$ cat src/hdl/rsfp_pkg.sv
// ----------------------------------------------------------------------------
// rsfp_pkg: shared types and constants for the radix string converter
// Character codes, field widths, parser states and the radix clamp.
// ----------------------------------------------------------------------------
package rsfp_pkg;

  localparam int unsigned CHAR_W        = 8;
  localparam int unsigned RADIX_W       = 5;
  localparam int unsigned DIGIT_W       = 4;
  localparam int unsigned VALUE_W       = 64;
  localparam int unsigned INT_BITS_DEF  = 32;
  localparam int unsigned FRAC_BITS_DEF = 32;

  localparam logic [RADIX_W-1:0] RADIX_RESET = 5'd10;
  localparam logic [RADIX_W-1:0] RADIX_MIN   = 5'd2;
  localparam logic [RADIX_W-1:0] RADIX_MAX   = 5'd16;

  localparam logic [CHAR_W-1:0] CH_MINUS = 8'h2D;
  localparam logic [CHAR_W-1:0] CH_POINT = 8'h2E;
  localparam logic [CHAR_W-1:0] CH_0     = 8'h30;
  localparam logic [CHAR_W-1:0] CH_9     = 8'h39;
  localparam logic [CHAR_W-1:0] CH_UA    = 8'h41;
  localparam logic [CHAR_W-1:0] CH_UF    = 8'h46;
  localparam logic [CHAR_W-1:0] CH_LA    = 8'h61;
  localparam logic [CHAR_W-1:0] CH_LF    = 8'h66;

  // Letter digits sit at code low nibble 1..6, value 10..15
  localparam logic [DIGIT_W-1:0] LETTER_OFS = 4'd9;

  typedef enum logic [2:0] {
    ST_IDLE,
    ST_PARSE,
    ST_DIV,
    ST_SUM,
    ST_EMIT
  } state_e;

  typedef struct packed {
    logic               is_digit;
    logic               is_minus;
    logic               is_point;
    logic [DIGIT_W-1:0] digit;
  } chr_t;

  function automatic logic [RADIX_W-1:0] eff_radix(input logic [RADIX_W-1:0] r);
    logic [RADIX_W-1:0] res;
    res = r;
    if (r < RADIX_MIN) res = RADIX_MIN;
    if (r > RADIX_MAX) res = RADIX_MAX;
    return res;
  endfunction

endpackage

$ cat src/hdl/rsfp_if.sv
// ----------------------------------------------------------------------------
// rsfp_if: channel interfaces for the radix string converter
// Character input, result output and radix write channels.
// ----------------------------------------------------------------------------
interface rsfp_in_if;
  import rsfp_pkg::*;

  logic              valid;
  logic              ready;
  logic [CHAR_W-1:0] char_code;
  logic              is_last;

  modport source (output valid, output char_code, output is_last, input ready);
  modport sink   (input valid, input char_code, input is_last, output ready);
endinterface

interface rsfp_out_if;
  import rsfp_pkg::*;

  logic                      valid;
  logic                      ready;
  logic signed [VALUE_W-1:0] value;
  logic                      overflow;

  modport source (output valid, output value, output overflow, input ready);
  modport sink   (input valid, input value, input overflow, output ready);
endinterface

interface rsfp_cfg_if;
  import rsfp_pkg::*;

  logic               valid;
  logic               ready;
  logic [RADIX_W-1:0] radix;

  modport source (output valid, output radix, input ready);
  modport sink   (input valid, input radix, output ready);
endinterface

$ cat src/hdl/rsfp_dec.sv
// ----------------------------------------------------------------------------
// rsfp_dec: character classifier
// Sorts one ASCII code into digit, minus, point or other, with digit value.
// ----------------------------------------------------------------------------
module rsfp_dec (
  input  logic [rsfp_pkg::CHAR_W-1:0] char_i,
  output rsfp_pkg::chr_t              chr_o
);
  import rsfp_pkg::*;

  always_comb begin
    chr_o = '0;
    case (char_i) inside
      [CH_0:CH_9]: begin
        chr_o.is_digit = 1'b1;
        chr_o.digit    = char_i[DIGIT_W-1:0];
      end
      [CH_UA:CH_UF], [CH_LA:CH_LF]: begin
        chr_o.is_digit = 1'b1;
        chr_o.digit    = char_i[DIGIT_W-1:0] + LETTER_OFS;
      end
      CH_MINUS: begin
        chr_o.is_minus = 1'b1;
      end
      CH_POINT: begin
        chr_o.is_point = 1'b1;
      end
      default: begin
        chr_o = '0;
      end
    endcase
  end

endmodule

$ cat src/hdl/rsfp_div.sv
// ----------------------------------------------------------------------------
// rsfp_div: bit-serial restoring divider
// Divides a WIDTH-bit dividend by the radix, one quotient bit per cycle.
// ----------------------------------------------------------------------------
module rsfp_div #(
  parameter int unsigned WIDTH = rsfp_pkg::FRAC_BITS_DEF + 1
) (
  input  logic                         clk_i,
  input  logic                         rst_ni,
  input  logic                         start_i,
  input  logic [WIDTH-1:0]             dividend_i,
  input  logic [rsfp_pkg::RADIX_W-1:0] divisor_i,
  output logic [WIDTH-1:0]             quot_o,
  output logic                         done_o
);
  import rsfp_pkg::*;

  localparam int unsigned CNT_W = (WIDTH > 1) ? $clog2(WIDTH) : 1;
  localparam logic [CNT_W-1:0] CNT_LAST = CNT_W'(WIDTH - 1);

  logic                 busy_q;
  logic                 done_q;
  logic [CNT_W-1:0]     cnt_q;
  logic [WIDTH-1:0]     dq_q;
  logic [RADIX_W-1:0]   rem_q;
  logic [RADIX_W:0]     shifted;
  logic                 qbit;
  logic [RADIX_W-1:0]   rem_d;
  logic                 last_step;

  // Remainder stays below the divisor, so one extra bit holds the shifted value
  always_comb begin
    shifted   = {rem_q, dq_q[WIDTH-1]};
    qbit      = (shifted >= {1'b0, divisor_i});
    rem_d     = qbit ? RADIX_W'(shifted - {1'b0, divisor_i}) : shifted[RADIX_W-1:0];
    last_step = busy_q && (cnt_q == CNT_LAST);
  end

  always_ff @(posedge clk_i or negedge rst_ni) begin
    if (!rst_ni) begin
      busy_q <= 1'b0;
      done_q <= 1'b0;
      cnt_q  <= '0;
    end else begin
      done_q <= last_step;
      if (start_i) begin
        busy_q <= 1'b1;
        cnt_q  <= '0;
      end else if (last_step) begin
        busy_q <= 1'b0;
      end else if (busy_q) begin
        cnt_q <= cnt_q + 1'b1;
      end
    end
  end

  always_ff @(posedge clk_i) begin
    if (start_i) begin
      dq_q  <= dividend_i;
      rem_q <= '0;
    end else if (busy_q) begin
      dq_q  <= {dq_q[WIDTH-2:0], qbit};
      rem_q <= rem_d;
    end
  end

  assign quot_o = dq_q;
  assign done_o = done_q;

endmodule

$ cat src/hdl/rsfp_fmt.sv
// ----------------------------------------------------------------------------
// rsfp_fmt: result formatter
// Applies sign and saturation, then sign-extends the fixed-point word.
// ----------------------------------------------------------------------------
module rsfp_fmt #(
  parameter int unsigned INT_BITS  = rsfp_pkg::INT_BITS_DEF,
  parameter int unsigned FRAC_BITS = rsfp_pkg::FRAC_BITS_DEF
) (
  input  logic [INT_BITS:0]                   int_total_i,
  input  logic [FRAC_BITS-1:0]                frac_low_i,
  input  logic                                neg_i,
  input  logic                                ovf_i,
  output logic signed [rsfp_pkg::VALUE_W-1:0] value_o,
  output logic                                ovf_o
);
  import rsfp_pkg::*;

  localparam int unsigned W = INT_BITS + FRAC_BITS;
  localparam logic [INT_BITS:0] HALF  = (INT_BITS + 1)'(1) << (INT_BITS - 1);
  localparam logic [W-1:0]      W_MAX = {1'b0, {(W - 1){1'b1}}};
  localparam logic [W-1:0]      W_MIN = {1'b1, {(W - 1){1'b0}}};

  logic         pos_sat;
  logic         neg_sat;
  logic [W-1:0] mag;
  logic [W-1:0] res_w;

  always_comb begin
    pos_sat = ovf_i || (int_total_i >= HALF);
    neg_sat = ovf_i || (int_total_i > HALF) || ((int_total_i == HALF) && (|frac_low_i));
    mag     = {int_total_i[INT_BITS-1:0], frac_low_i};
    if (neg_i) begin
      res_w = neg_sat ? W_MIN : (~mag + 1'b1);
      ovf_o = neg_sat;
    end else begin
      res_w = pos_sat ? W_MAX : mag;
      ovf_o = pos_sat;
    end
    value_o = VALUE_W'(signed'(res_w));
  end

endmodule

$ cat src/hdl/radix_string_to_fixed_point.sv
// Plain characters pass through the parse state before the next ready.
// The first character of a string and each fraction digit also wait in the divide
// state for the bit-serial divider, which yields one quotient bit a cycle.
// A last character passes the sum and emit states before its result is offered.
// Reset: radix 10, parser at string start, output empty; no clearing pass.
// ----------------------------------------------------------------------------
// radix_string_to_fixed_point: ASCII radix string to signed fixed point
// Parses one character per transaction and emits a Q format result at the end.
// ----------------------------------------------------------------------------
module radix_string_to_fixed_point #(
  parameter int unsigned INT_BITS  = rsfp_pkg::INT_BITS_DEF,
  parameter int unsigned FRAC_BITS = rsfp_pkg::FRAC_BITS_DEF
) (
  input  logic              clk_i,
  input  logic              rst_ni,
  rsfp_cfg_if.sink          cfg_i,
  rsfp_in_if.sink           in_i,
  rsfp_out_if.source        out_o
);
  import rsfp_pkg::*;

  localparam int unsigned FAW = FRAC_BITS + DIGIT_W;
  localparam int unsigned PW  = INT_BITS + RADIX_W;
  localparam int unsigned DW  = FRAC_BITS + 1;
  localparam logic [FRAC_BITS-1:0] WEIGHT_RST =
    FRAC_BITS'((64'd1 << FRAC_BITS) / 64'(RADIX_RESET));

  state_e state_q, state_d;

  logic [RADIX_W-1:0]  radix_q;
  logic [CHAR_W-1:0]   char_q;
  logic                last_q;
  logic [INT_BITS-1:0] int_acc_q;
  logic [FAW-1:0]      frac_acc_q;
  logic [FRAC_BITS-1:0] weight_q;
  logic                neg_q;
  logic                in_frac_q;
  logic                first_q;
  logic                ovf_q;
  logic [INT_BITS:0]   int_total_q;
  logic                out_valid_q;
  logic signed [VALUE_W-1:0] out_value_q;
  logic                out_ovf_q;

  chr_t                chr;
  logic [RADIX_W-1:0]  radix_eff;
  logic                minus_lead;
  logic                take_point;
  logic                take_int;
  logic                take_frac;
  logic                div_go;
  logic [DW-1:0]       div_dividend;
  logic [DW-1:0]       quot;
  logic                div_done;
  logic [PW-1:0]       horner;
  logic                int_ovf;
  logic [FAW-1:0]      frac_sum;
  logic [INT_BITS:0]   int_total_d;
  logic                slot_free;
  logic signed [VALUE_W-1:0] fmt_value;
  logic                fmt_ovf;

  logic                in_ready;
  logic                parse_en;
  logic                load_w;
  logic                sum_en;
  logic                emit_en;

  rsfp_dec u_dec (
    .char_i (char_q),
    .chr_o  (chr)
  );

  rsfp_div #(
    .WIDTH (DW)
  ) u_div (
    .clk_i      (clk_i),
    .rst_ni     (rst_ni),
    .start_i    (parse_en & div_go),
    .dividend_i (div_dividend),
    .divisor_i  (radix_eff),
    .quot_o     (quot),
    .done_o     (div_done)
  );

  rsfp_fmt #(
    .INT_BITS  (INT_BITS),
    .FRAC_BITS (FRAC_BITS)
  ) u_fmt (
    .int_total_i (int_total_q),
    .frac_low_i  (frac_acc_q[FRAC_BITS-1:0]),
    .neg_i       (neg_q),
    .ovf_i       (ovf_q),
    .value_o     (fmt_value),
    .ovf_o       (fmt_ovf)
  );

  always_comb begin
    radix_eff    = eff_radix(radix_q);
    minus_lead   = first_q & chr.is_minus;
    take_point   = !minus_lead & !in_frac_q & chr.is_point;
    take_int     = !minus_lead & chr.is_digit & !in_frac_q;
    take_frac    = !minus_lead & chr.is_digit & in_frac_q;
    // First character loads the weight; fraction digits shrink it
    div_go       = first_q | take_frac;
    div_dividend = first_q ? (DW'(1) << FRAC_BITS) : DW'(weight_q);
    horner       = PW'(int_acc_q) * PW'(radix_eff) + PW'(chr.digit);
    int_ovf      = |horner[PW-1:INT_BITS];
    frac_sum     = frac_acc_q + FAW'(chr.digit) * FAW'(weight_q);
    int_total_d  = (INT_BITS + 1)'(int_acc_q) + (INT_BITS + 1)'(frac_acc_q[FAW-1:FRAC_BITS]);
    slot_free    = !out_valid_q | out_o.ready;
  end

  // Next state
  always_comb begin
    state_d = state_q;
    case (state_q)
      ST_IDLE: begin
        if (in_i.valid) state_d = ST_PARSE;
      end
      ST_PARSE: begin
        if (div_go)      state_d = ST_DIV;
        else if (last_q) state_d = ST_SUM;
        else             state_d = ST_IDLE;
      end
      ST_DIV: begin
        if (div_done) state_d = last_q ? ST_SUM : ST_IDLE;
      end
      ST_SUM: begin
        state_d = ST_EMIT;
      end
      ST_EMIT: begin
        if (slot_free) state_d = ST_IDLE;
      end
      default: begin
        state_d = ST_IDLE;
      end
    endcase
  end

  // Sequencer outputs
  always_comb begin
    in_ready = 1'b0;
    parse_en = 1'b0;
    load_w   = 1'b0;
    sum_en   = 1'b0;
    emit_en  = 1'b0;
    case (state_q)
      ST_IDLE:  in_ready = 1'b1;
      ST_PARSE: parse_en = 1'b1;
      ST_DIV:   load_w   = div_done;
      ST_SUM:   sum_en   = 1'b1;
      ST_EMIT:  emit_en  = slot_free;
      default: begin
        in_ready = 1'b0;
      end
    endcase
  end

  always_ff @(posedge clk_i or negedge rst_ni) begin
    if (!rst_ni) begin
      state_q     <= ST_IDLE;
      radix_q     <= RADIX_RESET;
      out_valid_q <= 1'b0;
      first_q     <= 1'b1;
      neg_q       <= 1'b0;
      in_frac_q   <= 1'b0;
      ovf_q       <= 1'b0;
      int_acc_q   <= '0;
      frac_acc_q  <= '0;
      weight_q    <= WEIGHT_RST;
    end else begin
      state_q <= state_d;
      if (cfg_i.valid) radix_q <= cfg_i.radix;
      if (parse_en) begin
        first_q <= 1'b0;
        if (minus_lead) neg_q     <= 1'b1;
        if (take_point) in_frac_q <= 1'b1;
        if (take_int) begin
          int_acc_q <= int_ovf ? '1 : horner[INT_BITS-1:0];
          ovf_q     <= ovf_q | int_ovf;
        end
        if (take_frac) frac_acc_q <= frac_sum;
      end
      if (load_w) weight_q <= quot[FRAC_BITS-1:0];
      // Drop the string state once its result is handed over
      if (emit_en) begin
        first_q    <= 1'b1;
        neg_q      <= 1'b0;
        in_frac_q  <= 1'b0;
        ovf_q      <= 1'b0;
        int_acc_q  <= '0;
        frac_acc_q <= '0;
      end
      if (emit_en)          out_valid_q <= 1'b1;
      else if (out_o.ready) out_valid_q <= 1'b0;
    end
  end

  always_ff @(posedge clk_i) begin
    if (in_i.valid && in_ready) begin
      char_q <= in_i.char_code;
      last_q <= in_i.is_last;
    end
    if (sum_en) int_total_q <= int_total_d;
    if (emit_en) begin
      out_value_q <= fmt_value;
      out_ovf_q   <= fmt_ovf;
    end
  end

  assign in_i.ready     = in_ready;
  assign cfg_i.ready    = 1'b1;
  assign out_o.valid    = out_valid_q;
  assign out_o.value    = out_value_q;
  assign out_o.overflow = out_ovf_q;

endmodule

$ cat src/flat_wrapper.sv
// flat-port wrapper written by rule: the top's interface ports become plain ports
module radix_string_to_fixed_point_flat import rsfp_pkg::*;
#(
  parameter int unsigned INT_BITS  = rsfp_pkg::INT_BITS_DEF,
  parameter int unsigned FRAC_BITS = rsfp_pkg::FRAC_BITS_DEF
)
  (clk_i, rst_ni, cfg_i_valid, cfg_i_radix, cfg_i_ready, in_i_valid, in_i_char_code, in_i_is_last, in_i_ready, out_o_valid, out_o_value, out_o_overflow, out_o_ready);
  rsfp_cfg_if cfg_i_i ();
  rsfp_in_if in_i_i ();
  rsfp_out_if out_o_i ();
  input  logic clk_i;
  input  logic rst_ni;
  input wire logic [$bits(cfg_i_i.valid)-1:0] cfg_i_valid;
  input wire logic [$bits(cfg_i_i.radix)-1:0] cfg_i_radix;
  output wire logic [$bits(cfg_i_i.ready)-1:0] cfg_i_ready;
  input wire logic [$bits(in_i_i.valid)-1:0] in_i_valid;
  input wire logic [$bits(in_i_i.char_code)-1:0] in_i_char_code;
  input wire logic [$bits(in_i_i.is_last)-1:0] in_i_is_last;
  output wire logic [$bits(in_i_i.ready)-1:0] in_i_ready;
  output wire logic [$bits(out_o_i.valid)-1:0] out_o_valid;
  output wire logic [$bits(out_o_i.value)-1:0] out_o_value;
  output wire logic [$bits(out_o_i.overflow)-1:0] out_o_overflow;
  input wire logic [$bits(out_o_i.ready)-1:0] out_o_ready;
  assign cfg_i_i.valid = cfg_i_valid;
  assign cfg_i_i.radix = cfg_i_radix;
  assign cfg_i_ready = cfg_i_i.ready;
  assign in_i_i.valid = in_i_valid;
  assign in_i_i.char_code = in_i_char_code;
  assign in_i_i.is_last = in_i_is_last;
  assign in_i_ready = in_i_i.ready;
  assign out_o_valid = out_o_i.valid;
  assign out_o_value = out_o_i.value;
  assign out_o_overflow = out_o_i.overflow;
  assign out_o_i.ready = out_o_ready;
  radix_string_to_fixed_point #(.INT_BITS(INT_BITS), .FRAC_BITS(FRAC_BITS)) u_core (.clk_i(clk_i), .rst_ni(rst_ni), .cfg_i(cfg_i_i), .in_i(in_i_i), .out_o(out_o_i));
endmodule
$ cat config.mk
export PLATFORM = sky130hd
export DESIGN_NAME = radix_string_to_fixed_point_flat
export DESIGN_NICKNAME = d
export VERILOG_FILES = /design/src/hdl/rsfp_pkg.sv /design/src/hdl/rsfp_if.sv /design/src/hdl/rsfp_dec.sv /design/src/hdl/rsfp_div.sv /design/src/hdl/rsfp_fmt.sv /design/src/hdl/radix_string_to_fixed_point.sv /design/src/flat_wrapper.sv
export SDC_FILE = /design/constraint.sdc
export NUM_CORES = 1
export LEC_CHECK = 0
export BUFFER_PORTS_ARGS = -buffer_cell sky130_fd_sc_hd__buf_4
export CORE_UTILIZATION = 25
export CTS_CLUSTER_SIZE = 30
export DETAILED_ROUTE_END_ITERATION = 7
export GPL_TIMING_DRIVEN = 0
export PLACE_DENSITY = 0.47
export SYNTH_ARGS = -nofsm -noshare
export SYNTH_HDL_FRONTEND = slang
export SYNTH_SLANG_ARGS = --single-unit
$ cat constraint.sdc
create_clock -name clk_i -period 11.13 [get_ports clk_i]
set_input_delay 1.113 -clock clk_i [delete_from_list [all_inputs] [get_ports clk_i]]
set_output_delay 1.113 -clock clk_i [all_outputs]
set_load 0.03 [all_outputs]
# ---- Yosys cells after proc, flatten, opt, wreduce, memory -nomap -nowiden
# Index checks and enable logic that the tools add are counted.
dict set report classes {
  addsub 7
  n_mul 2
  magnitude_cmp 11
  eq_ne 12
  muxes 57
  n_bitwise 11
  n_reduce_logical 30
}
# operator n
set op_table {}
lappend op_table {{$mux W64} 3}
lappend op_table {{$mux W32} 4}
lappend op_table {{$mux W36} 3}
lappend op_table {{$mux W33} 3}
lappend op_table {{$add A64 B1 Y64 const B} 1}
lappend op_table {{$not A64 Y64} 1}
lappend op_table {{$add A37 B4 Y37} 1}
lappend op_table {{$mul A32 B5 Y37} 1}
lappend op_table {{$add A36 B36 Y36} 1}
lappend op_table {{$mul A4 B32 Y36} 1}
lappend op_table {{$add A32 B4 Y33} 1}
lappend op_table {{$eq A33 B32 Y1 const B} 1}
lappend op_table {{$ge A33 B32 Y1 const B} 1}
lappend op_table {{$gt A33 B32 Y1 const B} 1}
lappend op_table {{$reduce_or A32 Y1} 1}
lappend op_table {{$mux W1} 30}
lappend op_table {{$mux W6} 3}
lappend op_table {{$eq A8 B6 Y1 const B} 2}
lappend op_table {{$ge A8 B7 Y1 const B} 2}
lappend op_table {{$le A8 B7 Y1 const B} 2}
lappend op_table {{$reduce_bool A2 Y1} 8}
lappend op_table {{$mux W5} 3}
lappend op_table {{$pmux W3 S5} 1}
lappend op_table {{$mux W3} 4}
lappend op_table {{26 further kinds} 51}
dict set report totals {
  register_bits 266
  output_inout_bits 68
}

# ---- Logic depth before layout (Yosys ltp)
dict set report depth {
  ltp_word 13
  ltp_mapped 26
  mapped_depth_nobuf 25
}

# ---- Hierarchy
# Synthesis repeated with hierarchy kept, for this count alone.
dict set report hier_totals {
  cells_unflattened 2557
  hier_area_um2 24001.8
}
# mod n_inst cells_each area_each_um2 seq_area_each_um2
set modules_own_cells {}
lappend modules_own_cells {radix_string_to_fixed_point 1 1915 19025.7 6063.3}
lappend modules_own_cells {rsfp_fmt 1 451 2534.9 0.0}
lappend modules_own_cells {rsfp_div 1 165 2222.1 1291.2}
lappend modules_own_cells {rsfp_dec 1 26 219.0 0.0}

# ---- Least setup slack after synthesis
# OpenSTA, ideal clock, no wires.
dict set report synth_timing {
  path_kind {reg2reg}
  from {register u_core.char_q[1]}
  to {register u_core.int_acc_q[6]}
  setup_time_ns 0.141
  arrival_time_ns 6.029
  t_required_ns 10.989
  slack_ns 4.960
  stages_incl_launch_ff 27
  n_path_buf 2
  synth_period_minus_slack_ns 6.170
  path_cell_list {edfxtp_1 -> inv_1 -> ha_1 -> inv_1 -> a22oi_1 -> o211a_1 -> a21oi_1 -> nor2_1 -> a31oi_1 -> clkbuf_1 -> fa_1 -> inv_1 -> ha_1 -> inv_1 -> fa_1 -> inv_1 -> fa_1 -> a211oi_1 -> o211a_1 -> o31ai_1 -> a21o_1 -> a311oi_1 -> o21ai_0 -> xor2_1 -> nor4_1 -> clkbuf_1 -> a31oi_1}
}
dict set report synth_between {
  elab_chain_len 11
  elab_cells_between_ends 31
  cone_classes {add/sub (2); order compare (6); eq/ne (1); mux (11); bitwise (3); reduce/logical (8)}
}
# element line_no
set synth_lines {}
lappend synth_lines {{start, declared} radix_string_to_fixed_point.sv:31} ;# logic [CHAR_W-1:0] char_q;
lappend synth_lines {{start signal, assigned} radix_string_to_fixed_point.sv:202} ;# char_q <= in_i.char_code;
lappend synth_lines {{$ge A8 B7 Y1 (no line) / $le A8 B7 Y1 (equally long branches)} n/a}
lappend synth_lines {{$logic_and A1 B1 Y1 (no line)} n/a}
lappend synth_lines {{$reduce_or A2 Y1} rsfp_dec.sv:13} ;# case (char_i) inside
lappend synth_lines {{$mux W4 / $mux W1 (equally long branches) (2 in series)} rsfp_dec.sv:13}
lappend synth_lines {{$add A37 B4 Y37 / $and A1 B1 Y1 (equally long branches)} {radix_string_to_fixed_point.sv:107, radix_string_to_fixed_point.sv:100}}
lappend synth_lines {{$reduce_or A5 Y1 / $logic_not A1 Y1 (equally long branches)} {radix_string_to_fixed_point.sv:108, radix_string_to_fixed_point.sv:102}}
lappend synth_lines {{$mux W32 / $and A1 B1 Y1 (equally long branches)} {radix_string_to_fixed_point.sv:180, radix_string_to_fixed_point.sv:102}}
lappend synth_lines {{$mux W32 / $and A1 B1 Y1 (equally long branches)} {radix_string_to_fixed_point.sv:179, radix_string_to_fixed_point.sv:102}}
lappend synth_lines {{$mux W32 / $reduce_bool A2 Y1 (equally long branches)} n/a}
lappend synth_lines {{$mux W32 / $reduce_and A2 Y1 (equally long branches)} n/a}
lappend synth_lines {{end signal, assigned} radix_string_to_fixed_point.sv:180} ;# int_acc_q <= int_ovf ? '1 : horner[INT_BITS-1:0];
lappend synth_lines {{end, declared} radix_string_to_fixed_point.sv:33} ;# logic [INT_BITS-1:0] int_acc_q;
# Several ways; a longest one is shown, not always the timed one. The select of a mux whose other input is x is not followed.
# A chain may end at the register's enable or synchronous reset.

# ---- Worst setup path in the final report
dict set report layout_timing {
  from {register u_core.char_q[1]}
  to {register u_core.int_acc_q[20]}
}
# Same word-level chain as after synthesis.

==> impl_metrics.csv <==
group,metric,value,unit
timing,drv_slew,0,
grt,grt_start_max_net_pins,85,
power,leakage_power,12.2,nW
floorplan,dieHeight,309,um
detailed_routing,avgRoutedWirePerCell,18.1,um
place,post-place-cells,3880,
timing,final.setup_skew,0.0302,ns
timing,finalWorstPathRequiredPeriod,8.43,ns
critical_path,required,11.51,ns
logic_synthesis,syn_inst,2538,
grt,gr-usage-met2,24.8,%
timing,final-hold-violation-count,0,
critical_path,path_max_fanout,10,
clock_network,cts_post_setup_buffers_inserted,0,
logic_synthesis,ys_dominant_reg_cell,"edfxtp_1",
logic_synthesis,synth.net_count,2878,
power,p_per_area,84.6,nW/um2
detailed_routing,detail_route.drc_violations,0,
detailed_routing,drt_iter0_drc,1173,
critical_path,timing.setup.critical_path_class,"flip-flop to flip-flop",
status,run_status,"finished clean",
job,max-cap-violations,0,
clock_network,root_buffer_cell,"clkbuf_16",
clock_network,clkSinkCount,266,
clock_network,clkTransAtPathRegs,0.06,ns
logic_synthesis,synth.ff_latch_count,266,
detailed_routing,drt.antenna.violating_nets,0,
finish,most_frequent_standard_cell_in_the_layout_excluding_fill_and_tap_cells,"inv_1",
clock_network,tritoncts,"built",
finish,final_net_count,3003,
grt,grtUsageMet1,21.1,%
grt,globalRoute.totalOverflow,0,
clock_network,cts-hold-fix-buffers,0,
grt,grt_pass1_vias,18500,
timing,max_clock_freq,0.119,GHz
critical_path,setup.worst_path.end_class,"flip-flop",
floorplan,die_x,309,um
critical_path,worst_path_max_delay_cell,"nor4_1",
place,routabilityCongestion,0.884,
critical_path,critical_path_arrival,8.81,ns
clock_network,cts-buffers-inserted,35,
grt,globalRouteTotalUtil,15.0,%
detailed_routing,route.vias.total,18400,
floorplan,full_die_area,95500,um2
timing,setup_viol_count_final,0,
detailed_routing,finalWirelength,71400,um
logic_synthesis,synth.cell_area,23600,um2
critical_path,cp_slowest_stage_delay,0.93,ns
logic_synthesis,synthDistinctLibCells,80,
critical_path,start_kind,"flip-flop",
detailed_routing,via_cell_ratio,4.68,
grt,grt_util_met3,1.64,%
grt,busiest_layer,"met2",
finish,highest_count_cells_in_the_layout_ignoring_fill_and_taps,"334 x inv_1, 208 x nand2_1, 189 x fa_1, 185 x and2_1, 140 x edfxtp_1",
logic_synthesis,synth.avg_cell_area,9.28,um2
detailed_routing,dr.pass1.iters,5,
clock_network,worstSkewPairLatency,0.56,ns
place,port_buffers,85,
power,vdd_drop_max,0.0000812,V
floorplan,rows,112,
grt,grt_first_pass_wirelength,111000,um
floorplan,io_pins,87,
critical_path,path_cells,"inv_1, ha_1, inv_1, a22oi_1, o211a_1, nor2_1, nor2_1, clkbuf_1, fa_1, ha_1, inv_1, fa_1, inv_1, fa_1, a211oi_1, o211a_1, o31ai_1, a21o_1, a311oi_1, o21ai_0, xor2_1, nor4_1, clkbuf_1, a31oi_1",
timing,final.period_utilization,75.8,%
timing,rsz0062_at_grt,"no",
logic_synthesis,yosysSeqAreaShare,31.2,%
logic_synthesis,synth_enable_flop_cells,140,
clock_network,max-clock-path-buffers,3,
timing,timing.slew.headroom,24.6,%
hold_path,hold_path_class,"flip-flop to flip-flop",
logic_synthesis,asyncSetResetFlopFracSynth,45.5,%
critical_path,cp_common_cell,"inv_1",
finish,drive_above_1_share,8.26,%
floorplan,floorplan.initialDensity,25.2,%
finish,area_growth_syn_to_layout,14.5,%
grt,antenna_found_initial,0,
floorplan,core,93300,um2
clock_network,ctsResizeCount,0,
timing,setup_tns,0,ns
finish,fin_cells,3944,
timing,slew_at_the_pin_closest_to_its_max_slew_limit,1.12,ns
logic_synthesis,count_of_warnings_emitted_by_yosys,0,
place,detailed_place_hpwl,56400,um
clock_network,clock_tree.htree_level_count,2,
timing,whs,0.471,ns
-- critical path, delay by kind of cell (launching register included) --
| family | cells | cell delay, ns |
|---|---|---|
| fa+ha+maj | 5 | 2.03 |
| simple gates | 3 | 1.63 |
| flops | 1 | 0.45 |
| xor+xnor | 1 | 0.19 |
| buf+inv | 6 | 1.47 |
| compound gates | 9 | 2.50 |
-- flip-flops by register name, indices dropped and copies added, names as in the netlist --
name and count:
u_core.ovf_q 1, u_core.u_div.quot_o 33, u_core.char_q 8, u_core.radix_q 5
u_core.int_acc_q 32, u_core.u_div.cnt_q 6, u_core.neg_q 1, u_core.first_q 1
u_core.int_total_q 33, u_core.weight_q 32, u_core.out_o.value 64, u_core.out_o.valid 1
u_core.state_q 3, u_core.in_frac_q 1, u_core.u_div.done_o 1, u_core.u_div.rem_q 5
u_core.frac_acc_q 36, u_core.last_q 1, u_core.out_o.overflow 1, u_core.u_div.busy_q 1
-- cell type report --
cell class / instances / area, um2
Multi-Input combinational cell: 1811 / 14500
Tap cell: 1254 / 1570
Inverter: 336 / 1260
Fill cell: 10000 / 66300
Clock buffer: 41 / 930
Antenna cell: 2 / 5.00
Clock inverter: 21 / 201
Buffer: 125 / 485
Timing Repair Buffer: 88 / 717
Sequential cell: 266 / 7350
-- worst paths after layout --
| path | from | to | slack [ns] | depth (start not counted) |
|---|---|---|---|---|
| min in group asynchronous | rst_ni | u_core.frac_acc_q[10] | 0.48 | 1 |
| max in group asynchronous | rst_ni | u_core.radix_q[3] | 9.78 | 2 |
| min reg2reg | u_core.u_div.rem_q[4] | u_core.u_div.rem_q[4] | 0.47 | 2 |
| min | u_core.u_div.rem_q[4] | u_core.u_div.rem_q[4] | 0.47 | 2 |
| max | u_core.char_q[1] | u_core.int_acc_q[20] | 2.70 | 24 |
| max reg2reg | u_core.char_q[1] | u_core.int_acc_q[20] | 2.70 | 24 |
-- metal layers --
| metal | up-vias | wire [um] |
|---|---|---|
| met2 | 329 | 33200 |
| met1 | 9226 | 34700 |
| met3 | 73 | 2440 |
| met4 | 0 | 1130 |
| li1 | 8813 | - |
| met5 | - | 0 |
-- cell families (layout without fill, tap and decap cells) --
group	Yosys count	after routing	share of synthesized area (%)
AO/OA/AOI/OAI	492	492	13.2
buffers and inverters	461	611	7.41
multiplexers	46	46	2.15
XOR/XNOR	99	99	3.68
flip-flops	266	266	31.2
other	1	3	0.0159
AND/OR/NAND/NOR	852	852	19.2
adder cells (fa/ha/maj)	321	321	23.1
-- stage by stage --
step	total power [mW]	area, um2	setup slack (ns)	utilization [%]
floorplan	1.11	23600	4.96	-
detailed placement	1.17	25900	2.66	27.7
global route	2.37	27000	2.21	28.9
CTS	2.32	27000	2.59	28.9
finish	2.28	27000	2.70	28.9
global placement	1.17	25800	2.74	27.6
-- power by group --
| part | internal [mW] | switching, mW | total [mW] |
|---|---|---|---|
| combinational | 0.0305 | 0.0809 | 0.111 |
| sequential | 1.03 | 0.00193 | 1.03 |
| clock | 0.670 | 0.466 | 1.14 |
-- Yosys cell counts, drive strengths merged, types with 10 or more instances --
library cell  count  area (um2)
edfxtp          140        4200
xnor2            57         499
a31oi            40         250
nor2b            77         482
nand2           208         781
nand2b           17         106
dfrtp           103        2580
mux2             37         417
o211a            11         110
and3             19         119
dfstp            18         473
o21ai           121         606
o21a             15         113
nor4             10        75.1
nand4            19         119
ha              132        1650
nand3            66         330
a21o             50         375
fa              189        3780
o31ai            18         135
nand3b           37         278
nor2            114         435
xor2             42         368
and2            185        1160
o311ai           24         210
o211ai           10        75.1
clkbuf          108         405
a21oi           134         671
or3              20         135
inv             334        1250
buf              17        80.1
nor3             44         225
a211oi           13         103
Power figures use the tool's default switching activity.
